**src/sv/tfr_pkg.sv**
```systemverilog
// ============================================================================
// tfr_pkg: telemetry frame receiver shared definitions
// Widths, frame layout constants, reset values, register indexes and command codes.
// ============================================================================
`default_nettype none

package tfr_pkg;

    // Frame layout
    localparam int          MAX_FRAME_BYTES_DEF = 32;
    localparam int          MIN_FRAME_BYTES     = 22;
    localparam int          FUNC_POS            = 2;
    localparam int          VOLT_HI_POS         = 20;
    localparam int          VOLT_LO_POS         = 21;
    localparam logic [7:0]  HEADER_MARK         = 8'hAA;

    // Configuration register reset values
    localparam logic [15:0] LOSS_LIMIT_RESET    = 16'd1000;
    localparam logic [7:0]  FUNC_CODE_RESET     = 8'h03;

    // Field widths
    localparam int          DATA_W              = 8;
    localparam int          VOLT_W              = 16;
    localparam int          LOSS_W              = 16;
    localparam int          CFG_INDEX_W         = 1;
    localparam int          CFG_DATA_W          = 16;

    typedef enum logic [CFG_INDEX_W-1:0] {
        REG_LOSS_LIMIT = 1'b0,
        REG_FUNC_CODE  = 1'b1
    } cfg_index_t;

    typedef enum logic {
        CMD_BYTE = 1'b0,
        CMD_POLL = 1'b1
    } command_t;

endpackage : tfr_pkg

`default_nettype wire

```
**src/sv/tfr_if.sv**
```systemverilog
// ============================================================================
// tfr_if: telemetry frame receiver channel interfaces
// Valid/ready channels for input words and result words.
// ============================================================================
`default_nettype none

interface tfr_in_if;
    logic                        valid;
    logic                        ready;
    logic                        command;
    logic [tfr_pkg::DATA_W-1:0]  data_byte;
    logic                        end_of_frame;

    modport source (output valid, output command, output data_byte,
                    output end_of_frame, input ready);
    modport sink   (input valid, input command, input data_byte,
                    input end_of_frame, output ready);
endinterface : tfr_in_if

interface tfr_out_if;
    logic                        valid;
    logic                        ready;
    logic [tfr_pkg::VOLT_W-1:0]  voltage;
    logic                        frame_accepted;
    logic                        frame_rejected;
    logic                        link_lost;

    modport source (output valid, output voltage, output frame_accepted,
                    output frame_rejected, output link_lost, input ready);
    modport sink   (input valid, input voltage, input frame_accepted,
                    input frame_rejected, input link_lost, output ready);
endinterface : tfr_out_if

`default_nettype wire

```
**src/sv/telemetry_frame_receiver_unit.sv**
```systemverilog
// ============================================================================
// telemetry_frame_receiver_unit: additive checksum frame receiver
// Checks framed telemetry bytes (header, function code, 8-bit sum) and
// captures the big-endian voltage field; counts idle polls for link loss.
// ============================================================================
//
//  Channel   Dir   Handshake        Word contents
//  --------  ----  ---------------  ------------------------------------------
//  in_ch     in    valid/ready      command, data_byte, end_of_frame
//  out_ch    out   valid/ready      voltage, frame_accepted, frame_rejected,
//                                   link_lost
//  cfg       in    cfg_wr_en only   cfg_index, cfg_data (loss limit, func code)
//
//  One input word per cycle, one result word per input word, visible the
//  cycle after acceptance. The only stage is the result register; in_ch is
//  ready whenever that register is empty or being drained in the same cycle.
//  A stall on out_ch backs up into in_ch with no loss.
//  rst_n (async, active low) clears frame state, counters, voltage and
//  restores loss_limit = 1000, voltage_function_code = 3.
//
`default_nettype none

module telemetry_frame_receiver_unit #(
    parameter int MAX_FRAME_BYTES = tfr_pkg::MAX_FRAME_BYTES_DEF
) (
    input  wire logic                            clk,
    input  wire logic                            rst_n,
    tfr_in_if.sink                               in_ch,
    tfr_out_if.source                            out_ch,
    input  wire logic                            cfg_wr_en,
    input  wire logic [tfr_pkg::CFG_INDEX_W-1:0] cfg_index,
    input  wire logic [tfr_pkg::CFG_DATA_W-1:0]  cfg_data
);

    // Position saturates at MAX_FRAME_BYTES, so it needs room for that value.
    localparam int POS_W = $clog2(MAX_FRAME_BYTES + 1);

    localparam logic [POS_W-1:0] POS_MAX   = POS_W'(MAX_FRAME_BYTES);
    localparam logic [POS_W-1:0] POS_HDR   = POS_W'(tfr_pkg::FUNC_POS);
    localparam logic [POS_W-1:0] POS_FUNC  = POS_W'(tfr_pkg::FUNC_POS);
    localparam logic [POS_W-1:0] POS_VHI   = POS_W'(tfr_pkg::VOLT_HI_POS);
    localparam logic [POS_W-1:0] POS_VLO   = POS_W'(tfr_pkg::VOLT_LO_POS);
    // Checksum at this position or later means length >= minimum
    localparam logic [POS_W-1:0] POS_SHORT = POS_W'(tfr_pkg::MIN_FRAME_BYTES - 1);

    // Configuration registers
    logic [tfr_pkg::LOSS_W-1:0] loss_limit_reg;
    logic [tfr_pkg::DATA_W-1:0] func_code_reg;

    // Frame state
    logic [POS_W-1:0]           pos_reg,       pos_next;
    logic [tfr_pkg::DATA_W-1:0] sum_reg,       sum_next;
    logic                       hdr_good_reg,  hdr_good_next;
    logic                       func_match_reg, func_match_next;
    logic [tfr_pkg::DATA_W-1:0] volt_hi_reg,   volt_hi_next;
    logic [tfr_pkg::DATA_W-1:0] volt_lo_reg,   volt_lo_next;
    logic [tfr_pkg::LOSS_W-1:0] idle_cnt_reg,  idle_cnt_next;
    logic [tfr_pkg::VOLT_W-1:0] volt_reg,      volt_next;

    // Result register
    logic                       out_valid_reg;
    logic [tfr_pkg::VOLT_W-1:0] out_volt_reg;
    logic                       out_acc_reg,   acc_next;
    logic                       out_rej_reg,   rej_next;
    logic                       out_lost_reg,  lost_next;

    logic                       in_fire;
    logic [tfr_pkg::LOSS_W:0]   idle_inc;

    // Result slot is free when empty or drained this cycle
    assign in_ch.ready = !out_valid_reg || out_ch.ready;
    assign in_fire     = in_ch.valid && in_ch.ready;

    assign out_ch.valid          = out_valid_reg;
    assign out_ch.voltage        = out_volt_reg;
    assign out_ch.frame_accepted = out_acc_reg;
    assign out_ch.frame_rejected = out_rej_reg;
    assign out_ch.link_lost      = out_lost_reg;

    // 17-bit compare so a limit of 65535 still trips
    assign idle_inc = {1'b0, idle_cnt_reg} + (tfr_pkg::LOSS_W + 1)'(1);

    // ---------------------------------------------------------------------
    // Next-state and result logic for one accepted word
    // ---------------------------------------------------------------------
    always_comb
    begin
        pos_next        = pos_reg;
        sum_next        = sum_reg;
        hdr_good_next   = hdr_good_reg;
        func_match_next = func_match_reg;
        volt_hi_next    = volt_hi_reg;
        volt_lo_next    = volt_lo_reg;
        idle_cnt_next   = idle_cnt_reg;
        volt_next       = volt_reg;
        acc_next        = 1'b0;
        rej_next        = 1'b0;
        lost_next       = 1'b0;

        if (in_ch.command == tfr_pkg::CMD_POLL)
        begin
            if (idle_inc > {1'b0, loss_limit_reg})
            begin
                idle_cnt_next = '0;
                volt_next     = '0;
                lost_next     = 1'b1;
            end
            else
            begin
                idle_cnt_next = idle_inc[tfr_pkg::LOSS_W-1:0];
            end
        end
        else
        begin
            idle_cnt_next = '0;
            if (!in_ch.end_of_frame)
            begin
                // Bytes past the maximum are dropped; position saturates
                if (pos_reg < POS_MAX)
                begin
                    sum_next = sum_reg + in_ch.data_byte;
                    if (pos_reg < POS_HDR && in_ch.data_byte != tfr_pkg::HEADER_MARK)
                        hdr_good_next = 1'b0;
                    if (pos_reg == POS_FUNC)
                        func_match_next = (in_ch.data_byte == func_code_reg);
                    if (pos_reg == POS_VHI)
                        volt_hi_next = in_ch.data_byte;
                    if (pos_reg == POS_VLO)
                        volt_lo_next = in_ch.data_byte;
                    pos_next = pos_reg + POS_W'(1);
                end
            end
            else
            begin
                // Checksum byte: oversized, short, then sum/header check
                if (pos_reg >= POS_MAX)
                    rej_next = 1'b1;
                else if (pos_reg < POS_SHORT)
                    rej_next = 1'b1;
                else if (sum_reg == in_ch.data_byte && hdr_good_reg)
                begin
                    acc_next = 1'b1;
                    if (func_match_reg)
                        volt_next = {volt_hi_reg, volt_lo_reg};
                end
                else
                    rej_next = 1'b1;

                pos_next        = '0;
                sum_next        = '0;
                hdr_good_next   = 1'b1;
                func_match_next = 1'b0;
            end
        end
    end

    // ---------------------------------------------------------------------
    // Configuration registers
    // ---------------------------------------------------------------------
    always_ff @(posedge clk or negedge rst_n)
    begin
        if (!rst_n)
        begin
            loss_limit_reg <= tfr_pkg::LOSS_LIMIT_RESET;
            func_code_reg  <= tfr_pkg::FUNC_CODE_RESET;
        end
        else if (cfg_wr_en)
        begin
            unique case (tfr_pkg::cfg_index_t'(cfg_index))
                tfr_pkg::REG_LOSS_LIMIT: loss_limit_reg <= cfg_data[tfr_pkg::LOSS_W-1:0];
                tfr_pkg::REG_FUNC_CODE:  func_code_reg  <= cfg_data[tfr_pkg::DATA_W-1:0];
                default: ;
            endcase
        end
    end

    // ---------------------------------------------------------------------
    // Frame and link state
    // ---------------------------------------------------------------------
    always_ff @(posedge clk or negedge rst_n)
    begin
        if (!rst_n)
        begin
            pos_reg        <= '0;
            sum_reg        <= '0;
            hdr_good_reg   <= 1'b1;
            func_match_reg <= 1'b0;
            volt_hi_reg    <= '0;
            volt_lo_reg    <= '0;
            idle_cnt_reg   <= '0;
            volt_reg       <= '0;
        end
        else if (in_fire)
        begin
            pos_reg        <= pos_next;
            sum_reg        <= sum_next;
            hdr_good_reg   <= hdr_good_next;
            func_match_reg <= func_match_next;
            volt_hi_reg    <= volt_hi_next;
            volt_lo_reg    <= volt_lo_next;
            idle_cnt_reg   <= idle_cnt_next;
            volt_reg       <= volt_next;
        end
    end

    // ---------------------------------------------------------------------
    // Result register
    // ---------------------------------------------------------------------
    always_ff @(posedge clk or negedge rst_n)
    begin
        if (!rst_n)
            out_valid_reg <= 1'b0;
        else if (in_fire)
            out_valid_reg <= 1'b1;
        else if (out_ch.ready)
            out_valid_reg <= 1'b0;
    end

    always_ff @(posedge clk)
    begin
        if (in_fire)
        begin
            out_volt_reg <= volt_next;
            out_acc_reg  <= acc_next;
            out_rej_reg  <= rej_next;
            out_lost_reg <= lost_next;
        end
    end

endmodule : telemetry_frame_receiver_unit

`default_nettype wire

```
**src/flat_wrapper.sv**
```systemverilog
// flat-port wrapper written by rule: the top's interface ports become plain ports
module telemetry_frame_receiver_unit_flat 
#(
    parameter int MAX_FRAME_BYTES = tfr_pkg::MAX_FRAME_BYTES_DEF
)
  (clk, rst_n, cfg_wr_en, cfg_index, cfg_data, in_ch_valid, in_ch_command, in_ch_data_byte, in_ch_end_of_frame, in_ch_ready, out_ch_valid, out_ch_voltage, out_ch_frame_accepted, out_ch_frame_rejected, out_ch_link_lost, out_ch_ready);
  tfr_in_if in_ch_i ();
  tfr_out_if out_ch_i ();
  input  wire logic clk;
  input  wire logic rst_n;
  input  wire logic cfg_wr_en;
  input  wire logic [tfr_pkg::CFG_INDEX_W-1:0] cfg_index;
  input  wire logic [tfr_pkg::CFG_DATA_W-1:0] cfg_data;
  input wire logic [$bits(in_ch_i.valid)-1:0] in_ch_valid;
  input wire logic [$bits(in_ch_i.command)-1:0] in_ch_command;
  input wire logic [$bits(in_ch_i.data_byte)-1:0] in_ch_data_byte;
  input wire logic [$bits(in_ch_i.end_of_frame)-1:0] in_ch_end_of_frame;
  output wire logic [$bits(in_ch_i.ready)-1:0] in_ch_ready;
  output wire logic [$bits(out_ch_i.valid)-1:0] out_ch_valid;
  output wire logic [$bits(out_ch_i.voltage)-1:0] out_ch_voltage;
  output wire logic [$bits(out_ch_i.frame_accepted)-1:0] out_ch_frame_accepted;
  output wire logic [$bits(out_ch_i.frame_rejected)-1:0] out_ch_frame_rejected;
  output wire logic [$bits(out_ch_i.link_lost)-1:0] out_ch_link_lost;
  input wire logic [$bits(out_ch_i.ready)-1:0] out_ch_ready;
  assign in_ch_i.valid = in_ch_valid;
  assign in_ch_i.command = in_ch_command;
  assign in_ch_i.data_byte = in_ch_data_byte;
  assign in_ch_i.end_of_frame = in_ch_end_of_frame;
  assign in_ch_ready = in_ch_i.ready;
  assign out_ch_valid = out_ch_i.valid;
  assign out_ch_voltage = out_ch_i.voltage;
  assign out_ch_frame_accepted = out_ch_i.frame_accepted;
  assign out_ch_frame_rejected = out_ch_i.frame_rejected;
  assign out_ch_link_lost = out_ch_i.link_lost;
  assign out_ch_i.ready = out_ch_ready;
  telemetry_frame_receiver_unit #(.MAX_FRAME_BYTES(MAX_FRAME_BYTES)) u_core (.clk(clk), .rst_n(rst_n), .in_ch(in_ch_i), .out_ch(out_ch_i), .cfg_wr_en(cfg_wr_en), .cfg_index(cfg_index), .cfg_data(cfg_data));
endmodule
```
**config.mk**
```make
export PLATFORM = sky130hd
export DESIGN_NAME = telemetry_frame_receiver_unit_flat
export DESIGN_NICKNAME = d
export VERILOG_FILES = /design/src/sv/tfr_pkg.sv /design/src/sv/tfr_if.sv /design/src/sv/telemetry_frame_receiver_unit.sv /design/src/flat_wrapper.sv
export SDC_FILE = /design/constraint.sdc
export NUM_CORES = 1
export LEC_CHECK = 0
export ABC_CLOCK_PERIOD_IN_PS = 4350
export BUFFER_PORTS_ARGS = -buffer_cell sky130_fd_sc_hd__buf_4
export CORE_ASPECT_RATIO = 1.4
export CORE_MARGIN = 2
export CORE_UTILIZATION = 40
export CTS_BUF_LIST = sky130_fd_sc_hd__clkbuf_8
export DETAILED_ROUTE_END_ITERATION = 16
export PLACE_DENSITY_LB_ADDON = 0.05
export SLEW_MARGIN = 25
export SYNTH_ARGS = -nofsm -noshare
export SYNTH_HDL_FRONTEND = slang
export SYNTH_SLANG_ARGS = --single-unit
```
**constraint.sdc**
```tcl
create_clock -name clk -period 4.35 [get_ports clk]
set_clock_uncertainty 0.2 [all_clocks]
set_input_delay 0.6525 -clock clk [delete_from_list [all_inputs] [get_ports clk]]
set_output_delay 0.6525 -clock clk [all_outputs]
set_load 0.02 [all_outputs]
```
# Word level (Yosys, flattened, before mapping)
# Index checks and enable logic that the tools add are counted.
# totals
reg_bits,108
latch_bits,0
mem_bits_rw,0
mem_bits_ro,0
inputBits,32
out_inout_bits,21
word_cells,76
mem_count,0
# op_classes
add_sub_neg,3
mul,0
div_mod_pow,0
n_lt_le_gt_ge,5
eq_ne,6
shifts,0
mux,26
bitwise,3
reduce_logical,18
# op_table
operator,count
two-way mux 16 bit,9
"adder 16 x 1 -> 17 bit, second input constant",1
greater-than comparator 17 x 16 -> 1 bit,1
== test 8 bit,2
two-way mux 8 bit,2
two-way mux 1 bit,13
"== test 6 x 5 -> 1 bit, second input constant",2
two-way mux 6 bit,2
AND reduction 5 bit,2
adder 8 bit,1
"!= test 8 bit, second input constant",1
AND reduction 4 bit,2
nonzero test 2 bit,4
"adder 6 x 1 -> 6 bit, second input constant",1
"== test 6 x 2 -> 1 bit, second input constant",1
">= comparator 6 bit, second input constant",1
"less-than comparator 6 x 2 -> 1 bit, second input constant",1
"less-than comparator 6 x 5 -> 1 bit, second input constant",1
"less-than comparator 6 bit, second input constant",1
AND reduction 2 bit,2
OR reduction 4 bit,1
logical AND 1 bit,3
NOT 1 bit,3
AND reduction 3 bit,1
other kinds (3),3

# Depth between registers and ports, before layout
# Gate-level depths: netlist of the first run.
# depth
ltp_word,7
depth_mapped,15
mapped_depth_nobuf,13

# Worst setup path before layout of the first run
# Ideal clock, no wire load.
# synth_timing
kind,flip-flop to flip-flop
startpoint,register u_core.idle_cnt_reg[0] in the netlist's numbering
endpoint,register u_core.out_volt_reg (netlist bit u_core.out_ch.voltage[10]) (data pin)
setup_ps,271
arrival_ps,2703
required_ps,3879
path_slack_ps,1176
path_stages_with_launch,13
path_buffers,1
period_less_slack_ps,3174
path_cell_list,dfrtp_1 ha_1 inv_1 nor3_1 nand2_1 xnor2_1 ha_1 and4_1 nand2_1 o2111a_1 o21ai_2 buf_2 o22ai_1
# synth_between
elab_chain_len,4
# synth_lines
element,line_no,text
from (decl),telemetry_frame_receiver_unit.sv:57,"logic [tfr_pkg::LOSS_W-1:0] idle_cnt_reg, idle_cnt_next;"
from (signal assigned),telemetry_frame_receiver_unit.sv:201,idle_cnt_reg <= idle_cnt_next;
adder 16 x 1 -> 17 bit,telemetry_frame_receiver_unit.sv:81,"assign idle_inc = {1'b0, idle_cnt_reg} + (tfr_pkg::LOSS_W + 1)'(1);"
greater-than comparator 17 x 16 -> 1 bit,telemetry_frame_receiver_unit.sv:102,"if (idle_inc > {1'b0, loss_limit_reg})"
two-way mux 16 bit,telemetry_frame_receiver_unit.sv:102,
two-way mux 16 bit,telemetry_frame_receiver_unit.sv:100,if (in_ch.command == tfr_pkg::CMD_POLL)
"net u_core.volt_next, one bit",telemetry_frame_receiver_unit.sv:58,"logic [tfr_pkg::VOLT_W-1:0] volt_reg, volt_next;"
to (signal assigned),telemetry_frame_receiver_unit.sv:223,out_volt_reg <= volt_next;
to (decl),telemetry_frame_receiver_unit.sv:62,logic [tfr_pkg::VOLT_W-1:0] out_volt_reg;
# The timed path passes the listed nets, and every way through them passes these cells.
# A chain may end at the register's enable or synchronous reset.

# Final worst setup path of the first run
# layout_timing
startpoint,register u_core.idle_cnt_reg[0] in the netlist's numbering
endpoint,register u_core.out_volt_reg (netlist bit u_core.out_ch.voltage[3]) (data pin)
# Same word-level chain as after synthesis.

==> flow_summary.ini, run 1 <==
[power_and_ir_drop]
leakage_nw = 2.81
finalPower_mw = 2.32
peakVddDrop_v = 0.000154
power.density_nw_per_um2 = 349

[timing]
drv_slew = 0
worst_pin_slew_ns = 0.968
finalCriticalPeriod_ns = 4.01
final.setup.worst_slack_ns = 0.344
fmax_ghz = 0.250
rsz0062_at_grt = false
slew-limit-headroom = 0.354
tns_ns = 0
setup_viol = 0
finalHoldViolCount = 0
finalCritPeriodShare = 0.921

[yosys]
synthTopCellsByCount = 86 x nand2_1, 80 x dfrtp_1, 39 x nor2_1, 39 x o21ai_0, 37 x inv_1
synth_top_area_cell = dfrtp_1
synthMostInstantiatedCell = nand2_1
synth_cells = 581
synth_adder_area_share = 0.0583
ys_seq_elements = 108
synth.distinct_cells = 54
async_flop_share = 0.824
synthTopCellsByArea = dfrtp_1 34%, edfxtp_1 9.6%, ha_1 5.5%
synth_mux_area_frac = 0.0495
synth_area_per_cell_sq_um = 10.2
synth-simple-area-share = 0.155
synth_top_family_by_area = compound AO/OA/AOI/OAI gates
synth_xor_area_frac = 0.0459
postSynthNetCount = 640
synth_area_sq_um = 5920
synth-seq-area-share = 0.474
synthFlopType = dfrtp_1
synth-compound-area-share = 0.168
post-synth-top-area-fraction = 0.338
synth_edf_count = 19
ys_warn_count = 0

[final_layout]
seqCellArea_sq_um = 2810
area_growth_pct = 12.5
multi_input_area_sq_um = 2830
fillers = 1362
final_cell_area_sq_um = 6660
antenna_cells = 0
fin_nets = 681
layout-drive-gt1-share = 0.225

[cts]
cts.clk_slew.worst_paths_ns = 0.11
clock_sinks = 108
cts-buffers-inserted = 9
post_cts_buffers = 0
cts-root-buf = clkbuf_8
holdBufCountCts = 0
htreeDepth = 3
clk_path_buf_depth = 2
tritoncts = yes
clock_latency_ns = 0.39
cts_resized = 0

[placed_design]
post_dp_cell_area_sq_um = 6460
dpl_worst_slack_ns = 0.350
gp_congestion = 0.834
port_buffers = 52
dp_hpwl_mm = 9.97

[die]
die_height_um = 148
die_area_sq_um = 15800
initial_core_util = 0.410
rows = 52
io_pins = 53
die_width_um = 107
core_area_sq_um = 14400

[detailed_routing]
route.antenna.remaining_nets = 0
drc_errors = 0
wire_per_inst_um = 17.9
viasPerCell = 5.43
dr.pass1.iters = 4
vias = 4431
drt_wl_total_mm = 14.6
dr.first_iter.drc_count = 175

[global_routing]
grtUsageTotal = 0.191
grt_overflow_total = 0
grt_pass1_wl_mm = 23.4
grt_pass1_vias = 4423
antenna_found_initial = 0
grt_max_degree = 43

[critical_path]
worstSetupPathType = register to register
crit_start = u_core.idle_cnt_reg[0]
r2r-start = u_core.idle_cnt_reg[0]
cp_max_fo = 36
rr_worst_depth = 13
start_kind = register
cp.required_ns = 4.27
cp.arrival_ns = 3.93
worstSetupEndpointType = register

[flow_run]
max_cap_violations = 0

[outcome]
status = finished clean

[worst_hold_path]
hold_class = primary input to async pin
## layer usage
metal / GRT usage / wire length, um
met3: 0.0287 / 514
met1: 0.242 / 6320
met4: 0.0688 / 313
met2: 0.331 / 7450
met5: 0 / 0
## layout make-up
class | count | share of cell area
tap | 189 | 0.0355
clock buffer | 10 | 0.0207
inverter | 37 | 0.0209
multi-input combinational | 407 | 0.425
clock inverter | 6 | 0.00958
timing repair buffer | 59 | 0.0665
sequential | 108 | 0.422
## cells in the final DEF (no fill, tap or decap), drive strengths merged, types with 4 or more instances in the layout
master  instances
clkinv          4
nor4            6
nand2b          6
nand4           7
clkbuf         10
nor2           40
dfstp           9
o221ai         15
o211ai          9
a31oi           4
ha             26
mux2           26
edfxtp         19
nor3           10
nand2          87
dfrtp          80
and3            5
xor2           10
buf            59
xnor2          21
inv            37
nand3          11
o21ai          40
a22oi          16
a21oi          22
o22ai          16
## power breakdown
| group | switching [mW] | internal (mW) |
|---|---|---|
| Clock | 0.374 | 0.282 |
| Combinational | 0.288 | 0.189 |
| Sequential | 0.0704 | 1.12 |
## cell families (layout without fill, tap and decap cells)
| kind of cell | after synthesis | in the layout |
|---|---|---|
| xor+xnor | 31 | 31 |
| fa+ha+maj | 27 | 27 |
| flops | 108 | 108 |
| buf+inv | 66 | 112 |
| compound gates | 136 | 136 |
| mux | 26 | 26 |
| simple gates | 187 | 187 |
## worst paths after layout
| path | end | slack [ns] |
|---|---|---|
| worst max register to register | u_core.out_ch.voltage[3] | 0.34 |
| worst min register to register | u_core.sum_reg[6] | 0.30 |
| max in group asynchronous | u_core.loss_limit_reg[5] | 3.09 |
| worst min-delay path | u_core.loss_limit_reg[11] | 0.004 |
| worst max-delay path | u_core.out_ch.voltage[3] | 0.34 |
| min in group clk | u_core.loss_limit_reg[12] | 0.25 |
## through the flow
| step | hold WS (ns) | instances | utilization |
|---|---|---|---|
| final | 0.00425 | 816 | 0.461 |
| after detailed placement | 0.283 | 800 | 0.447 |
| after global routing | 0.0340 | 816 | 0.461 |
| after global placement | 0.268 | 800 | 0.447 |
| after CTS | 0.00985 | 816 | 0.461 |
| after floorplan | 0.157 | 581 | - |
## critical path, cell delays in order (launching register included)
cell and delay, ns:
dfrtp_1 0.48, ha_1 0.30, inv_1 0.10, nor3_1 0.44, nand2_1 0.13, xnor2_1 0.17
ha_1 0.30, a211oi_1 0.07, o21ai_0 0.21, o211ai_1 0.16, o2111a_1 0.22, o21ai_2 0.33
buf_4 0.47, o22ai_1 0.14
(Power assumes the default switching activity.)
==> run 2, diff against run 1 <==
- CORE_UTILIZATION: 40 -> 49
==> flow_summary.ini, run 2 (synthesized netlist as in run 1, its figures left out) <==
[outcome]
status = finished clean

[global_routing]
grt_overflow_total = 0
antenna_found_initial = 0
grtUsageTotal = 0.220
grt_max_degree = 72
grt_pass1_wl_mm = 22.9
grt_pass1_vias = 4458

[timing]
slew-limit-headroom = 0.310
worst_pin_slew_ns = 1.03
setup_viol = 0
finalCritPeriodShare = 0.893
finalCriticalPeriod_ns = 3.88
finalHoldViolCount = 0
tns_ns = 0
rsz0062_at_grt = false
drv_slew = 0
fmax_ghz = 0.257

[critical_path]
worstSetupEndpointType = register
start_kind = register
cp_cell_sequence = ha_1 > inv_1 > nor3_1 > nand2_1 > xnor2_1 > ha_1 > and4_1 > nand2_1 > o2111a_1 > o21ai_2 > buf_4 > o22ai_1
cp_max_fo = 14
critical_path.top_delay_family = simple AND/OR/NAND/NOR gates
cp.arrival_ns = 3.79
critPathSlowestCell = nor3_1
cpPeakStageDelay_ns = 0.47
cp.required_ns = 4.25
worstSetupPathType = register to register
critPathBufInv = 2

[detailed_routing]
dr.first_iter.drc_count = 207
wire_per_inst_um = 17.9
dr.pass1.iters = 5
drt_wl_total_mm = 13.8
viasPerCell = 5.75
drc_errors = 0
route.antenna.remaining_nets = 0
vias = 4450

[die]
die_height_um = 134
die_width_um = 96.9
io_pins = 53
initial_core_util = 0.501
core_area_sq_um = 11800
die_area_sq_um = 13000
rows = 47

[final_layout]
layout-drive-gt1-share = 0.220
area_growth_pct = 11.4
antenna_cells = 0
fin_nets = 681
layout_common_cells = 86 x nand2_1, 80 x dfrtp_1, 57 x buf_4
final_common_cell = nand2_1
fillers = 1037

[cts]
cts-root-buf = clkbuf_8
clk_path_buf_depth = 2
cts.clk_slew.worst_paths_ns = 0.10
clock_sinks = 108
clock_latency_ns = 0.37
holdBufCountCts = 0
cts_resized = 0
cts-buffers-inserted = 9
post_cts_buffers = 0
tritoncts = yes
htreeDepth = 3

[placed_design]
dp_hpwl_mm = 9.61
gp_congestion = 0.877
port_buffers = 52

[power_and_ir_drop]
finalPower_mw = 2.22
power.density_nw_per_um2 = 337
leakage_nw = 2.81
peakVddDrop_v = 0.000191

[flow_run]
max_cap_violations = 0

[worst_hold_path]
hold_class = primary input to async pin
## run 2: worst register-to-register path, delay by kind of cell, from the launching register on
kind,cells,cell delay [ns]
compound gates,3,0.83
xor+xnor,1,0.17
fa+ha+maj,2,0.59
buf+inv,2,0.43
flops,1,0.46
simple gates,4,0.95
## run 2: path summary, 6_finish.rpt
kind	startpoint	endpoint	slack, ns	cells past startpoint
worst max-delay path	u_core.idle_cnt_reg[0]	u_core.out_ch.voltage[3]	0.47	12
max in group asynchronous	rst_n	u_core.hdr_good_reg	3.25	2
worst max register to register	u_core.idle_cnt_reg[0]	u_core.out_ch.voltage[3]	0.47	12
worst min register to register	u_core.sum_reg[3]	u_core.sum_reg[3]	0.30	2
min in group clk	cfg_data[11]	u_core.loss_limit_reg[11]	0.28	3
worst min-delay path	rst_n	u_core.loss_limit_reg[4]	0.007	1
## run 2: power breakdown
group | internal (mW) | switching (mW) | total, mW
registers | 1.12 | 0.0697 | 1.19
clock network | 0.201 | 0.344 | 0.546
logic | 0.201 | 0.289 | 0.490
total | 1.52 | 0.703 | 2.22
## run 2: layer usage
metal  up-vias  track usage  routed length (um)
li1       2149            -                   -
met4         0       0.0642                 208
met5         -            0                   0
met2        92        0.387                7210
met1      2194        0.284                5930
met3        15       0.0318                 477
## run 2: final cells by class
class | count | area, sq um | share of cell area
Clock inverter | 7 | 36.3 | 0.00550
Timing Repair Buffer | 59 | 468 | 0.0709
Sequential cell | 108 | 2810 | 0.426
Tap cell | 147 | 184 | 0.0279
Multi-Input combinational cell | 407 | 2840 | 0.430
Clock buffer | 9 | 124 | 0.0188
Inverter | 37 | 139 | 0.0211
## run 2: through the flow
step                cell area, sq um   util  hold WS [ns]  setup slack [ns]  std cells
floorplan                       5920      -         0.157              1.18        581
global placement                6410  0.542         0.268             0.614        757
detailed placement              6410  0.542         0.280             0.494        757
CTS                             6570  0.556         0.255             0.482        773
global route                    6600  0.558        0.0255             0.213        774
finish                          6600  0.558       0.00695             0.465        774
